[config.mk]
export PLATFORM = sky130hd
export DESIGN_NAME = utf8_sequence_filter_top
export DESIGN_NICKNAME = d
export VERILOG_FILES = /design/src/rtl/core/ufs_pkg.sv /design/src/rtl/core/utf8_sequence_filter_top.sv /design/src/rtl/core/ufs_front.sv /design/src/rtl/core/ufs_queue.sv /design/src/rtl/core/ufs_back.sv
export SDC_FILE = /design/constraint.sdc
export NUM_CORES = 1
export LEC_CHECK = 0
export BUFFER_PORTS_ARGS = -buffer_cell sky130_fd_sc_hd__buf_2
export CORE_AREA = 10 10 173 175
export CTS_CLUSTER_SIZE = 14
export DETAILED_ROUTE_END_ITERATION = 6
export DIE_AREA = 0 0 183 185
export PLACE_DENSITY_LB_ADDON = 0.2
export SLEW_MARGIN = 20
export SYNTH_ARGS = -nofsm -noshare
export SYNTH_HDL_FRONTEND = slang
export SYNTH_SLANG_ARGS = --single-unit
[constraint.sdc]
create_clock -name aclk -period 14.2 [get_ports aclk]
set_input_delay 2.84 -clock aclk [delete_from_list [all_inputs] [get_ports aclk]]
set_output_delay 2.84 -clock aclk [all_outputs]
set_load 0.01 [all_outputs]
[src/rtl/core/ufs_pkg.sv]
// ----------------------------------------------------------------------------
// UTF-8 sequence filter package
// Shared constants, the burst type passed from front to back, and the
// lead byte classifier.
// ----------------------------------------------------------------------------
package ufs_pkg;

    localparam int unsigned BYTE_W      = 8;
    localparam int unsigned MAX_BURST   = 4;
    localparam int unsigned QUEUE_DEPTH = 4;

    localparam logic [7:0] ASCII_MAX  = 8'h7F;
    localparam logic [7:0] MASK_LEAD2 = 8'hE0;
    localparam logic [7:0] PAT_LEAD2  = 8'hC0;
    localparam logic [7:0] MASK_LEAD3 = 8'hF0;
    localparam logic [7:0] PAT_LEAD3  = 8'hE0;
    localparam logic [7:0] MASK_LEAD4 = 8'hF8;
    localparam logic [7:0] PAT_LEAD4  = 8'hF0;
    localparam logic [7:0] MASK_CONT  = 8'hC0;
    localparam logic [7:0] PAT_CONT   = 8'h80;

    // Sequence lengths; zero means no sequence open
    localparam logic [2:0] LEN_NONE = 3'd0;
    localparam logic [2:0] LEN_TWO  = 3'd2;
    localparam logic [2:0] LEN_THREE = 3'd3;
    localparam logic [2:0] LEN_FOUR = 3'd4;

    // One group of results caused by a single input byte
    typedef struct packed {
        logic [MAX_BURST-1:0][BYTE_W-1:0] bytes;
        logic [1:0]                       last_idx;
        logic                             data_valid;
        logic                             msg_end;
    } ufs_burst_t;

    // Total sequence length opened by a lead byte, zero if not a lead
    function automatic logic [2:0] lead_length(input logic [7:0] b);
        logic [2:0] len;
        len = LEN_NONE;
        if ((b & MASK_LEAD2) == PAT_LEAD2) begin
            len = LEN_TWO;
        end else if ((b & MASK_LEAD3) == PAT_LEAD3) begin
            len = LEN_THREE;
        end else if ((b & MASK_LEAD4) == PAT_LEAD4) begin
            len = LEN_FOUR;
        end
        return len;
    endfunction

    function automatic logic is_cont(input logic [7:0] b);
        return (b & MASK_CONT) == PAT_CONT;
    endfunction

endpackage

[src/rtl/core/utf8_sequence_filter_top.sv]
// ----------------------------------------------------------------------------
// UTF-8 sequence filter
// Passes well-formed UTF-8 sequences of a message, drops broken, truncated
// and stray bytes, and marks the last result of each message.
// ----------------------------------------------------------------------------
//  channel | direction | handshake          | payload
//  s_      | in        | s_valid / s_ready  | s_in_byte, s_message_last
//  m_      | out       | m_valid / m_ready  | m_out_byte, m_byte_valid,
//          |           |                    | m_run_last, m_message_end
//
//  One byte is taken per cycle while s_ready is high; results leave one per
//  cycle while m_ready is high from a burst queue, so a byte's first result
//  shows once its burst is registered there, later when older bursts are queued.
//  s_ready drops only while the queue of QUEUE_DEPTH bursts is full.
//  Synchronous active-low reset clears sequence state and empties the queue.
// ----------------------------------------------------------------------------
module utf8_sequence_filter_top #(
    parameter int unsigned QUEUE_DEPTH = ufs_pkg::QUEUE_DEPTH
) (
    input  logic       aclk,
    input  logic       aresetn,
    input  logic       s_valid,
    output logic       s_ready,
    input  logic [7:0] s_in_byte,
    input  logic       s_message_last,
    output logic       m_valid,
    input  logic       m_ready,
    output logic [7:0] m_out_byte,
    output logic       m_byte_valid,
    output logic       m_run_last,
    output logic       m_message_end
);

    ufs_pkg::ufs_burst_t burst, head;
    logic                push, pop, q_empty, q_full;

    ufs_front u_front (
        .aclk          (aclk),
        .aresetn       (aresetn),
        .s_valid       (s_valid),
        .s_ready       (s_ready),
        .s_in_byte     (s_in_byte),
        .s_message_last(s_message_last),
        .q_full        (q_full),
        .push          (push),
        .burst         (burst)
    );

    ufs_queue #(
        .DEPTH(QUEUE_DEPTH)
    ) u_queue (
        .aclk     (aclk),
        .aresetn  (aresetn),
        .push     (push),
        .push_data(burst),
        .pop      (pop),
        .head     (head),
        .empty    (q_empty),
        .full     (q_full)
    );

    ufs_back u_back (
        .aclk         (aclk),
        .aresetn      (aresetn),
        .head         (head),
        .q_empty      (q_empty),
        .pop          (pop),
        .m_valid      (m_valid),
        .m_ready      (m_ready),
        .m_out_byte   (m_out_byte),
        .m_byte_valid (m_byte_valid),
        .m_run_last   (m_run_last),
        .m_message_end(m_message_end)
    );

endmodule

[src/rtl/core/ufs_front.sv]
// ----------------------------------------------------------------------------
// UTF-8 sequence filter front end
// Accepts bytes, tracks the open sequence and emits one burst per byte
// that releases results or ends a message.
// ----------------------------------------------------------------------------
module ufs_front (
    input  logic                aclk,
    input  logic                aresetn,
    input  logic                s_valid,
    output logic                s_ready,
    input  logic [7:0]          s_in_byte,
    input  logic                s_message_last,
    input  logic                q_full,
    output logic                push,
    output ufs_pkg::ufs_burst_t burst
);

    logic [7:0] held_reg [3];
    logic [7:0] held_next [3];
    logic [2:0] exp_len_reg, exp_len_next;
    logic [1:0] held_cnt_reg, held_cnt_next;
    logic [2:0] n_res;
    logic       judge;
    logic       accept;
    logic [2:0] lead_len;

    assign s_ready = !q_full;
    assign accept  = s_valid && s_ready;
    assign lead_len = ufs_pkg::lead_length(s_in_byte);

    // Classify the byte and build the burst of results it releases
    always_comb begin
        held_next     = held_reg;
        exp_len_next  = exp_len_reg;
        held_cnt_next = held_cnt_reg;
        n_res         = 3'd0;
        judge         = 1'b1;
        burst         = '0;

        if (exp_len_reg != ufs_pkg::LEN_NONE) begin
            if (ufs_pkg::is_cont(s_in_byte)) begin
                judge = 1'b0;
                if (({1'b0, held_cnt_reg} + 3'd1) >= exp_len_reg) begin
                    // release held bytes followed by this one
                    n_res = {1'b0, held_cnt_reg} + 3'd1;
                    for (int i = 0; i < 4; i++) begin
                        if (i < 3 && 2'(i) < held_cnt_reg) begin
                            burst.bytes[i] = held_reg[i];
                        end else begin
                            burst.bytes[i] = s_in_byte;
                        end
                    end
                    exp_len_next  = ufs_pkg::LEN_NONE;
                    held_cnt_next = 2'd0;
                end else begin
                    held_next[held_cnt_reg] = s_in_byte;
                    held_cnt_next           = held_cnt_reg + 2'd1;
                end
            end else begin
                // broken sequence: drop what is held
                exp_len_next  = ufs_pkg::LEN_NONE;
                held_cnt_next = 2'd0;
            end
        end

        // Judge the byte afresh
        if (judge) begin
            if (s_in_byte <= ufs_pkg::ASCII_MAX) begin
                n_res          = 3'd1;
                burst.bytes[0] = s_in_byte;
            end else if (lead_len != ufs_pkg::LEN_NONE) begin
                held_next[0]  = s_in_byte;
                held_cnt_next = 2'd1;
                exp_len_next  = lead_len;
            end
        end

        burst.data_valid = 1'b1;
        burst.msg_end    = s_message_last;
        if (s_message_last) begin
            // truncated sequence is dropped at message end
            exp_len_next  = ufs_pkg::LEN_NONE;
            held_cnt_next = 2'd0;
            if (n_res == 3'd0) begin
                n_res            = 3'd1;
                burst.bytes[0]   = 8'h00;
                burst.data_valid = 1'b0;
            end
        end
        burst.last_idx = 2'(n_res - 3'd1);
    end

    assign push = accept && (n_res != 3'd0);

    // Advance sequence state on each transfer
    always_ff @(posedge aclk) begin
        if (!aresetn) begin
            exp_len_reg  <= ufs_pkg::LEN_NONE;
            held_cnt_reg <= 2'd0;
        end else if (accept) begin
            exp_len_reg  <= exp_len_next;
            held_cnt_reg <= held_cnt_next;
        end
    end

    // Held bytes need no reset
    always_ff @(posedge aclk) begin
        if (accept) begin
            held_reg <= held_next;
        end
    end

endmodule

[src/rtl/core/ufs_queue.sv]
// ----------------------------------------------------------------------------
// UTF-8 sequence filter burst queue
// Small register FIFO of bursts between front and back.
// ----------------------------------------------------------------------------
module ufs_queue #(
    parameter int unsigned DEPTH = ufs_pkg::QUEUE_DEPTH
) (
    input  logic                aclk,
    input  logic                aresetn,
    input  logic                push,
    input  ufs_pkg::ufs_burst_t push_data,
    input  logic                pop,
    output ufs_pkg::ufs_burst_t head,
    output logic                empty,
    output logic                full
);

    localparam int unsigned PTR_W = (DEPTH > 1) ? $clog2(DEPTH) : 1;
    localparam int unsigned CNT_W = $clog2(DEPTH + 1);

    ufs_pkg::ufs_burst_t mem_reg [DEPTH];
    logic [PTR_W-1:0]    wr_ptr_reg, rd_ptr_reg;
    logic [CNT_W-1:0]    cnt_reg;
    logic                do_push, do_pop;

    assign empty   = (cnt_reg == '0);
    assign full    = (cnt_reg == CNT_W'(DEPTH));
    assign do_push = push && !full;
    assign do_pop  = pop && !empty;
    assign head    = mem_reg[rd_ptr_reg];

    // Advance pointers and fill count
    always_ff @(posedge aclk) begin
        if (!aresetn) begin
            wr_ptr_reg <= '0;
            rd_ptr_reg <= '0;
            cnt_reg    <= '0;
        end else begin
            if (do_push) begin
                wr_ptr_reg <= (wr_ptr_reg == PTR_W'(DEPTH - 1)) ? '0
                                                                : wr_ptr_reg + PTR_W'(1);
            end
            if (do_pop) begin
                rd_ptr_reg <= (rd_ptr_reg == PTR_W'(DEPTH - 1)) ? '0
                                                                : rd_ptr_reg + PTR_W'(1);
            end
            if (do_push && !do_pop) begin
                cnt_reg <= cnt_reg + CNT_W'(1);
            end else if (do_pop && !do_push) begin
                cnt_reg <= cnt_reg - CNT_W'(1);
            end
        end
    end

    // Store burst
    always_ff @(posedge aclk) begin
        if (do_push) begin
            mem_reg[wr_ptr_reg] <= push_data;
        end
    end

endmodule

[src/rtl/core/ufs_back.sv]
// ----------------------------------------------------------------------------
// UTF-8 sequence filter back end
// Walks the head burst and delivers one result per transfer.
// ----------------------------------------------------------------------------
module ufs_back (
    input  logic                aclk,
    input  logic                aresetn,
    input  ufs_pkg::ufs_burst_t head,
    input  logic                q_empty,
    output logic                pop,
    output logic                m_valid,
    input  logic                m_ready,
    output logic [7:0]          m_out_byte,
    output logic                m_byte_valid,
    output logic                m_run_last,
    output logic                m_message_end
);

    logic [1:0] idx_reg;
    logic       xfer;

    assign m_valid       = !q_empty;
    assign m_out_byte    = head.bytes[idx_reg];
    assign m_byte_valid  = head.data_valid;
    assign m_run_last    = (idx_reg == head.last_idx);
    assign m_message_end = m_run_last && head.msg_end;
    assign xfer          = m_valid && m_ready;
    assign pop           = xfer && m_run_last;

    // Advance within the burst, rewind on its last transfer
    always_ff @(posedge aclk) begin
        if (!aresetn) begin
            idx_reg <= 2'd0;
        end else if (xfer) begin
            idx_reg <= m_run_last ? 2'd0 : idx_reg + 2'd1;
        end
    end

endmodule

==> summary.txt, run 1 <==
Synthesis
  – Post-synthesis cell area: 7830 um2
  – EDFF count, synth: 168
  – Mapped Avg Cell Area: 17.1 um2
  – Synth async-reset ratio: 0
  – Synth warnings: 0
  – Register area share after synthesis: 0.686
  – Post-synthesis cell type count: 55
  – Yosys reg bits: 184
  – Ys flop type: edfxtp_1
  – Synth Instances: 457

Detailed routing
  – Final wirelength: 16500 um
  – Via count: 4064
  – Vias per cell: 4.83
  – 1st-iter DRT viols: 284
  – Drt wl/cell: 19.6 um
  – Drt drc: 0
  – Post-DRT Antenna Nets: 0
  – First-pass iteration count of the detailed router: 4

Global route
  – Initial antenna violation count: 0
  – Largest net degree at the start of global routing: 37
  – Total GRT Usage: 0.103
  – First-pass GRT wire length: 26100 um
  – Grt ovf: 0
  – Vias in the first global route: 4288

Place
  – Port Buf Inserts: 25
  – HPWL Detailed: 10300 um
  – Placed Area: 8350 um2
  – GP Congestion: 0.765

Floorplanning
  – Core ar.: 26600 um2
  – Num ports: 26
  – Die Y: 185 um
  – Initial Utilization: 0.294
  – Die width: 183 um
  – Die ar.: 33900 um2
  – # rows: 60

Finish
  – Most common cell after layout, fill and taps aside: edfxtp_1
  – Post-route cell area: 8910 um2
  – Commonest non-fill, non-tap cells in the layout: edfxtp_1, mux4_2, nor2_1, nand2_1, buf_2
  – Layout Nets: 516
  – Max reg flops: 144
  – Fill count: 2607
  – Area Growth Syn to Fin: 13.8%
  – Antenna diodes: 0
  – Layout cells sized above 1: 0.248

STA
  – Setup TNS Final: 0 ns
  – Tcrit/Tclk final: 0.471
  – Clock skew: 0.0106 ns
  – Final setup violation count: 0
  – Minimum clock period: 6.69 ns
  – Pins Over Slew Limit: 0
  – Relative max-transition margin: 0.306
  – Tightest Pin Transition: 1.04 ns
  – Max Freq: 150 MHz
  – RSZ-0062 raised after global routing: no
  – Final Hold Viols: 0

Worst setup path
  – Critical path fanouts, max: 19
  – Slowest stage delay, CP: 0.65 ns
  – CP Buf/Inv Count: 4
  – CP Capture Type: flop
  – Top cell by count, worst path: inv_1
  – Cells along the critical path: buf_2 > nand2b_1 > nor2_2 > nand2_1 > inv_1 > a211oi_1 > ha_1 > inv_1 > a31oi_1 > nor2_1 > ha_1 > inv_1 > fa_1 > xor2_1 > or3_1 > a21boi_0
  – R2R depth: 16
  – CP delay by family, top: simple AND/OR/NAND/NOR gates
  – Critical path class: in2reg
  – Stages on worst setup path: 16
  – Startpoint Class: input port
  – Crit path DAT: 7.04 ns
  – Slowest CP cell: nand2_1
  – FF-to-FF setup slack: 8.05 ns
  – Req. time, crit path: 14.55 ns

Pwr
  – Seq pwr share: 0.485
  – Power Dens Cells: 155 nW/um2
  – Switching Share: 0.266
  – Internal power: 1.02 mW
  – Combinational power share: 0.195
  – Clock power share: 0.320
  – Leak: 2.83 nW
  – NetSw: 368 uW
  – Peak VDD IR: 0.0000877 V

Clock tree
  – Post-CTS sizing: 0
  – Clk_lat worst skew: 0.42 ns
  – CTS sink cnt: 184
  – Hold-fix buffers, CTS: 0
  – Worst-path clk slew: 0.07 ns
  – H-tree depth: 4
  – Post-CTS Setup Repair Bufs: 0
  – CTS buffer count: 17
  – Clock buffer depth: 2
  – Root buffer cell: clkbuf_16
  – TritonCTS clock tree: built

Worst hold path
  – Hold crit path type: reg2reg
  – Hold path cells: 2

Run status
  – Status: complete, no violations

Job
  – Max-cap violations: 0
-- synth_stat cells (6+ instances only) --
cell type	instances	share of area
clkbuf_1	11	0.0053
nor2_1	27	0.013
nand3_1	13	0.0083
mux4_2	44	0.13
and3_1	9	0.0072
o21ai_0	6	0.0038
edfxtp_1	168	0.64
a31oi_1	9	0.0072
ha_1	14	0.022
dfxtp_1	16	0.041
inv_1	14	0.0067
mux2i_1	19	0.024
nand2_1	25	0.012
nand4_1	7	0.0056
-- through the flow --
| stage | hold slack (ns) | setup slack, ns | std cells | power, mW | util |
|---|---|---|---|---|---|
| detailed placement | 0.491 | 7.07 | 810 | 0.965 | 0.314 |
| finish | 0.494 | 7.51 | 842 | 1.39 | 0.335 |
| CTS | 0.499 | 7.51 | 842 | 1.41 | 0.335 |
| global placement | 0.478 | 7.44 | 810 | 0.958 | 0.314 |
| global route | 0.530 | 7.18 | 842 | 1.46 | 0.335 |
| floorplan | 0.449 | 6.80 | 460 | 0.874 | - |
-- final cells by class --
| cell class | instances | area, um2 | area share |
|---|---|---|---|
| Sequential cell | 184 | 5370 | 0.602 |
| Timing Repair Buffer | 31 | 170 | 0.0191 |
| Clock inverter | 11 | 85.1 | 0.00955 |
| Inverter | 15 | 56.3 | 0.00632 |
| Multi-Input combinational cell | 239 | 2330 | 0.262 |
| Clock buffer | 21 | 472 | 0.0529 |
| Tap cell | 341 | 427 | 0.0479 |
-- worst paths after layout --
kind / end / start
worst min-delay path: u_front.exp_len_reg[2] / u_front.exp_len_reg[2]
worst max-delay path: u_queue.cnt_reg[2] / s_in_byte[6]
worst min register to register: u_front.exp_len_reg[2] / u_front.exp_len_reg[2]
worst max register to register: u_queue.cnt_reg[2] / u_front.held_cnt_reg[1]
-- power by group through the flow --
stage          sequential (mW)  clock [mW]  combinational, mW
2_1_floorplan            0.676           0              0.198
3_3_place_gp             0.682           0              0.277
3_5_place_dp             0.685           0              0.281
4_1_cts                  0.673       0.457              0.281
5_1_grt                  0.677       0.480              0.302
6_report                 0.672       0.443              0.270
-- worst register-to-register path, stage by stage, from the launching register on --
cell and delay (ns):
dfxtp_1 0.84, ha_1 0.80, ha_1 0.39, a21o_1 0.44, nand2_1 0.68, inv_1 0.27
a211oi_1 0.61, ha_1 0.33, inv_1 0.07, a31oi_1 0.50, nor2_1 0.10, ha_1 0.23
inv_1 0.08, fa_1 0.19, xor2_1 0.08, or3_1 0.30, a21boi_0 0.18
-- logic make-up after synthesis --
family,share of synthesized area
mux,0.158
compound gates,0.0360
flops,0.686
fa+ha+maj,0.0249
buf+inv,0.0205
other cells,0.000479
simple gates,0.0700
xor+xnor,0.00448
-- routing by layer --
layer | global-route usage | wire, um | part of all wire | up-vias
met5 | 0 | 0 | 0 | -
met4 | 0.0377 | 198 | 0.012 | 0
met3 | 0.0172 | 555 | 0.034 | 15
met2 | 0.176 | 8380 | 0.51 | 85
met1 | 0.128 | 7400 | 0.45 | 2095
li1 | - | - | - | 1869
Note: power is estimated with default switching activity, not from simulation.
==> inputs of run 2 (changes only) <==
==> constraint.sdc (replaced) <==
create_clock -name aclk -period 5.45 [get_ports aclk]
set_input_delay 1.09 -clock aclk [delete_from_list [all_inputs] [get_ports aclk]]
set_output_delay 1.09 -clock aclk [all_outputs]
set_load 0.01 [all_outputs]
==> run 2 against run 1 <==
Worst hold slack worse by 0.0052 ns; die area stayed put; first-iteration DRC count is 28% higher; register-to-register slack worse by 7.1 ns; core utilization is 0.11 points higher; sequential share of layout area is 0.15 points lower; clock skew is 0.0090 ns higher; clock power grew to 2.6 times the previous value; design area is 0.32% higher; flip-flop and latch count stayed put; non-clock buffer count is 4 higher; routed wire length is 5.2% higher.
==> summary.txt, run 2 (synthesis gave the netlist of run 1 again) <==
Global route
  – Grt ovf: 0
  – Largest net degree at the start of global routing: 37
  – First-pass GRT wire length: 26900 um
  – Initial antenna violation count: 1
  – Total GRT Usage: 0.107
  – Vias in the first global route: 4468

STA
  – Final setup violation count: 0
  – Hold_ws: 0.489 ns
  – Setup TNS Final: 0 ns
  – Final setup margin: 0.915 ns
  – Tightest Pin Transition: 0.888 ns
  – Clock skew: 0.0196 ns
  – Final Hold Viols: 0
  – Tcrit/Tclk final: 0.832
  – Minimum clock period: 4.53 ns
  – Max Freq: 221 MHz
  – Relative max-transition margin: 0.407
  – RSZ-0062 raised after global routing: no
  – Pins Over Slew Limit: 0

Worst setup path
  – FF-to-FF setup slack: 0.92 ns
  – Slowest stage delay, CP: 0.52 ns
  – Crit Reg-Reg Startpoint: u_front.held_cnt_reg[1]
  – Critical R2R Capture: u_queue.cnt_reg[2]
  – R2R depth: 19
  – CP delay by family, top: compound AO/OA/AOI/OAI gates
  – CP Capture Point: u_queue.cnt_reg[2]
  – CP Buf/Inv Count: 5
  – Stages on worst setup path: 19
  – Crit path DAT: 4.88 ns
  – Critical path fanouts, max: 13
  – CP Capture Type: flop
  – Slowest CP cell: a211oi_1
  – Worst setup path startpoint: u_front.held_cnt_reg[1]
  – Req. time, crit path: 5.80 ns
  – Cells along the critical path: buf_4 > inv_1 > ha_1 > ha_1 > a21o_1 > a21o_1 > nand2_1 > inv_1 > a211oi_1 > ha_1 > inv_1 > a31oi_1 > nor2_1 > ha_1 > inv_1 > fa_1 > xor2_1 > or3_1 > a21boi_0
  – Critical path class: reg2reg
  – Startpoint Class: flop

Floorplanning
  – Initial Utilization: 0.294
  – # rows: 60
  – Core ar.: 26600 um2
  – Die ar.: 33900 um2
  – Num ports: 26
  – Die width: 183 um
  – Die Y: 185 um

Detailed routing
  – Final wirelength: 17400 um
  – Drt wl/cell: 20.6 um
  – Post-DRT Antenna Nets: 0
  – Via count: 4175
  – 1st-iter DRT viols: 363
  – First-pass iteration count of the detailed router: 4
  – Vias per cell: 4.93
  – Drt drc: 0

Place
  – Dpl ws: 0.794 ns
  – GP Congestion: 0.769
  – HPWL Detailed: 10300 um
  – Inst Count DP: 814
  – Port Buf Inserts: 25

Finish
  – Max reg flops: 144
  – Finished Layout Cells: 846
  – Area Growth Syn to Fin: 14.2%
  – Antenna diodes: 0
  – Fill count: 2575
  – Layout cells sized above 1: 0.253
  – Commonest non-fill, non-tap cells in the layout: edfxtp_1, mux4_2, nor2_1, nand2_1, buf_2
  – Most common cell after layout, fill and taps aside: edfxtp_1
  – Layout Nets: 520

Clock tree
  – Clock buffer depth: 2
  – Root buffer cell: clkbuf_16
  – TritonCTS clock tree: built
  – Post-CTS Setup Repair Bufs: 0
  – Hold-fix buffers, CTS: 0
  – H-tree depth: 4
  – Clk_lat worst skew: 0.43 ns
  – CTS buffer count: 17
  – Post-CTS sizing: 0
  – CTS sink cnt: 184
  – Worst-path clk slew: 0.07 ns

Run status
  – Status: complete, no violations

Pwr
  – Power Dens Cells: 405 nW/um2
  – Overall power: 3.62 mW
  – Leak: 2.85 nW
  – Peak VDD IR: 0.000197 V

Worst hold path
  – Hold crit path type: reg2reg

Job
  – Max-cap violations: 0
run 2: stage by stage:
step                utilization  area, um2
floorplan                     -       7840
detailed placement        0.315       8380
global placement          0.315       8380
finish                    0.336       8940
global route              0.336       8940
CTS                       0.336       8930
run 2: routing by layer:
layer | part of all wire | global-route usage
met1 | 0.45 | 0.135
met2 | 0.50 | 0.175
met3 | 0.042 | 0.0251
met4 | 0.0095 | 0.0387
met5 | 0.00075 | 0
run 2: worst reg2reg max path, cell delays in order (launching register included):
cell,delay [ns]
dfxtp_1,0.31
buf_4,0.26
inv_1,0.11
ha_1,0.36
ha_1,0.29
a21o_1,0.18
a21o_1,0.20
nand2_1,0.08
inv_1,0.11
a211oi_1,0.52
ha_1,0.31
inv_1,0.07
a31oi_1,0.50
nor2_1,0.10
ha_1,0.23
inv_1,0.08
fa_1,0.18
xor2_1,0.08
or3_1,0.31
a21boi_0,0.19
run 2: cell type report:
type	count	area, um2	area share
sequential	184	5370	0.601
clock buffer	18	429	0.0480
timing repair buffer	35	200	0.0224
multi-input combinational	239	2330	0.261
clock inverter	14	123	0.0137
inverter	15	56.3	0.00630
tap	341	427	0.0477
run 2: how the worst min path moves through the flow:
| stage | end | depth (start not counted) | slack, ns | startpoint |
|---|---|---|---|---|
| 5_1_grt | flop | 2 | 0.53 | u_queue.rd_ptr_reg[0] |
| 6_report | flop | 2 | 0.49 | u_queue.rd_ptr_reg[1] |
| 3_3_place_gp | flop | 2 | 0.47 | u_queue.rd_ptr_reg[1] |
| 3_5_place_dp | u_front.exp_len_reg[0] | 2 | 0.49 | u_front.exp_len_reg[0] |
| 4_1_cts | u_front.exp_len_reg[0] | 2 | 0.50 | u_front.exp_len_reg[0] |
| 2_1_floorplan | u_front.exp_len_reg[1] | 2 | 0.45 | u_front.exp_len_reg[1] |
run 2: power by group:
group / leakage (nW) / switching, mW / internal [mW] / total, mW
clock: 0.274 / 0.526 / 0.633 / 1.16
sequential: 1.65 / 0.117 / 1.69 / 1.80
combinational: 0.929 / 0.327 / 0.328 / 0.655
total: 2.85 / 0.970 / 2.65 / 3.62
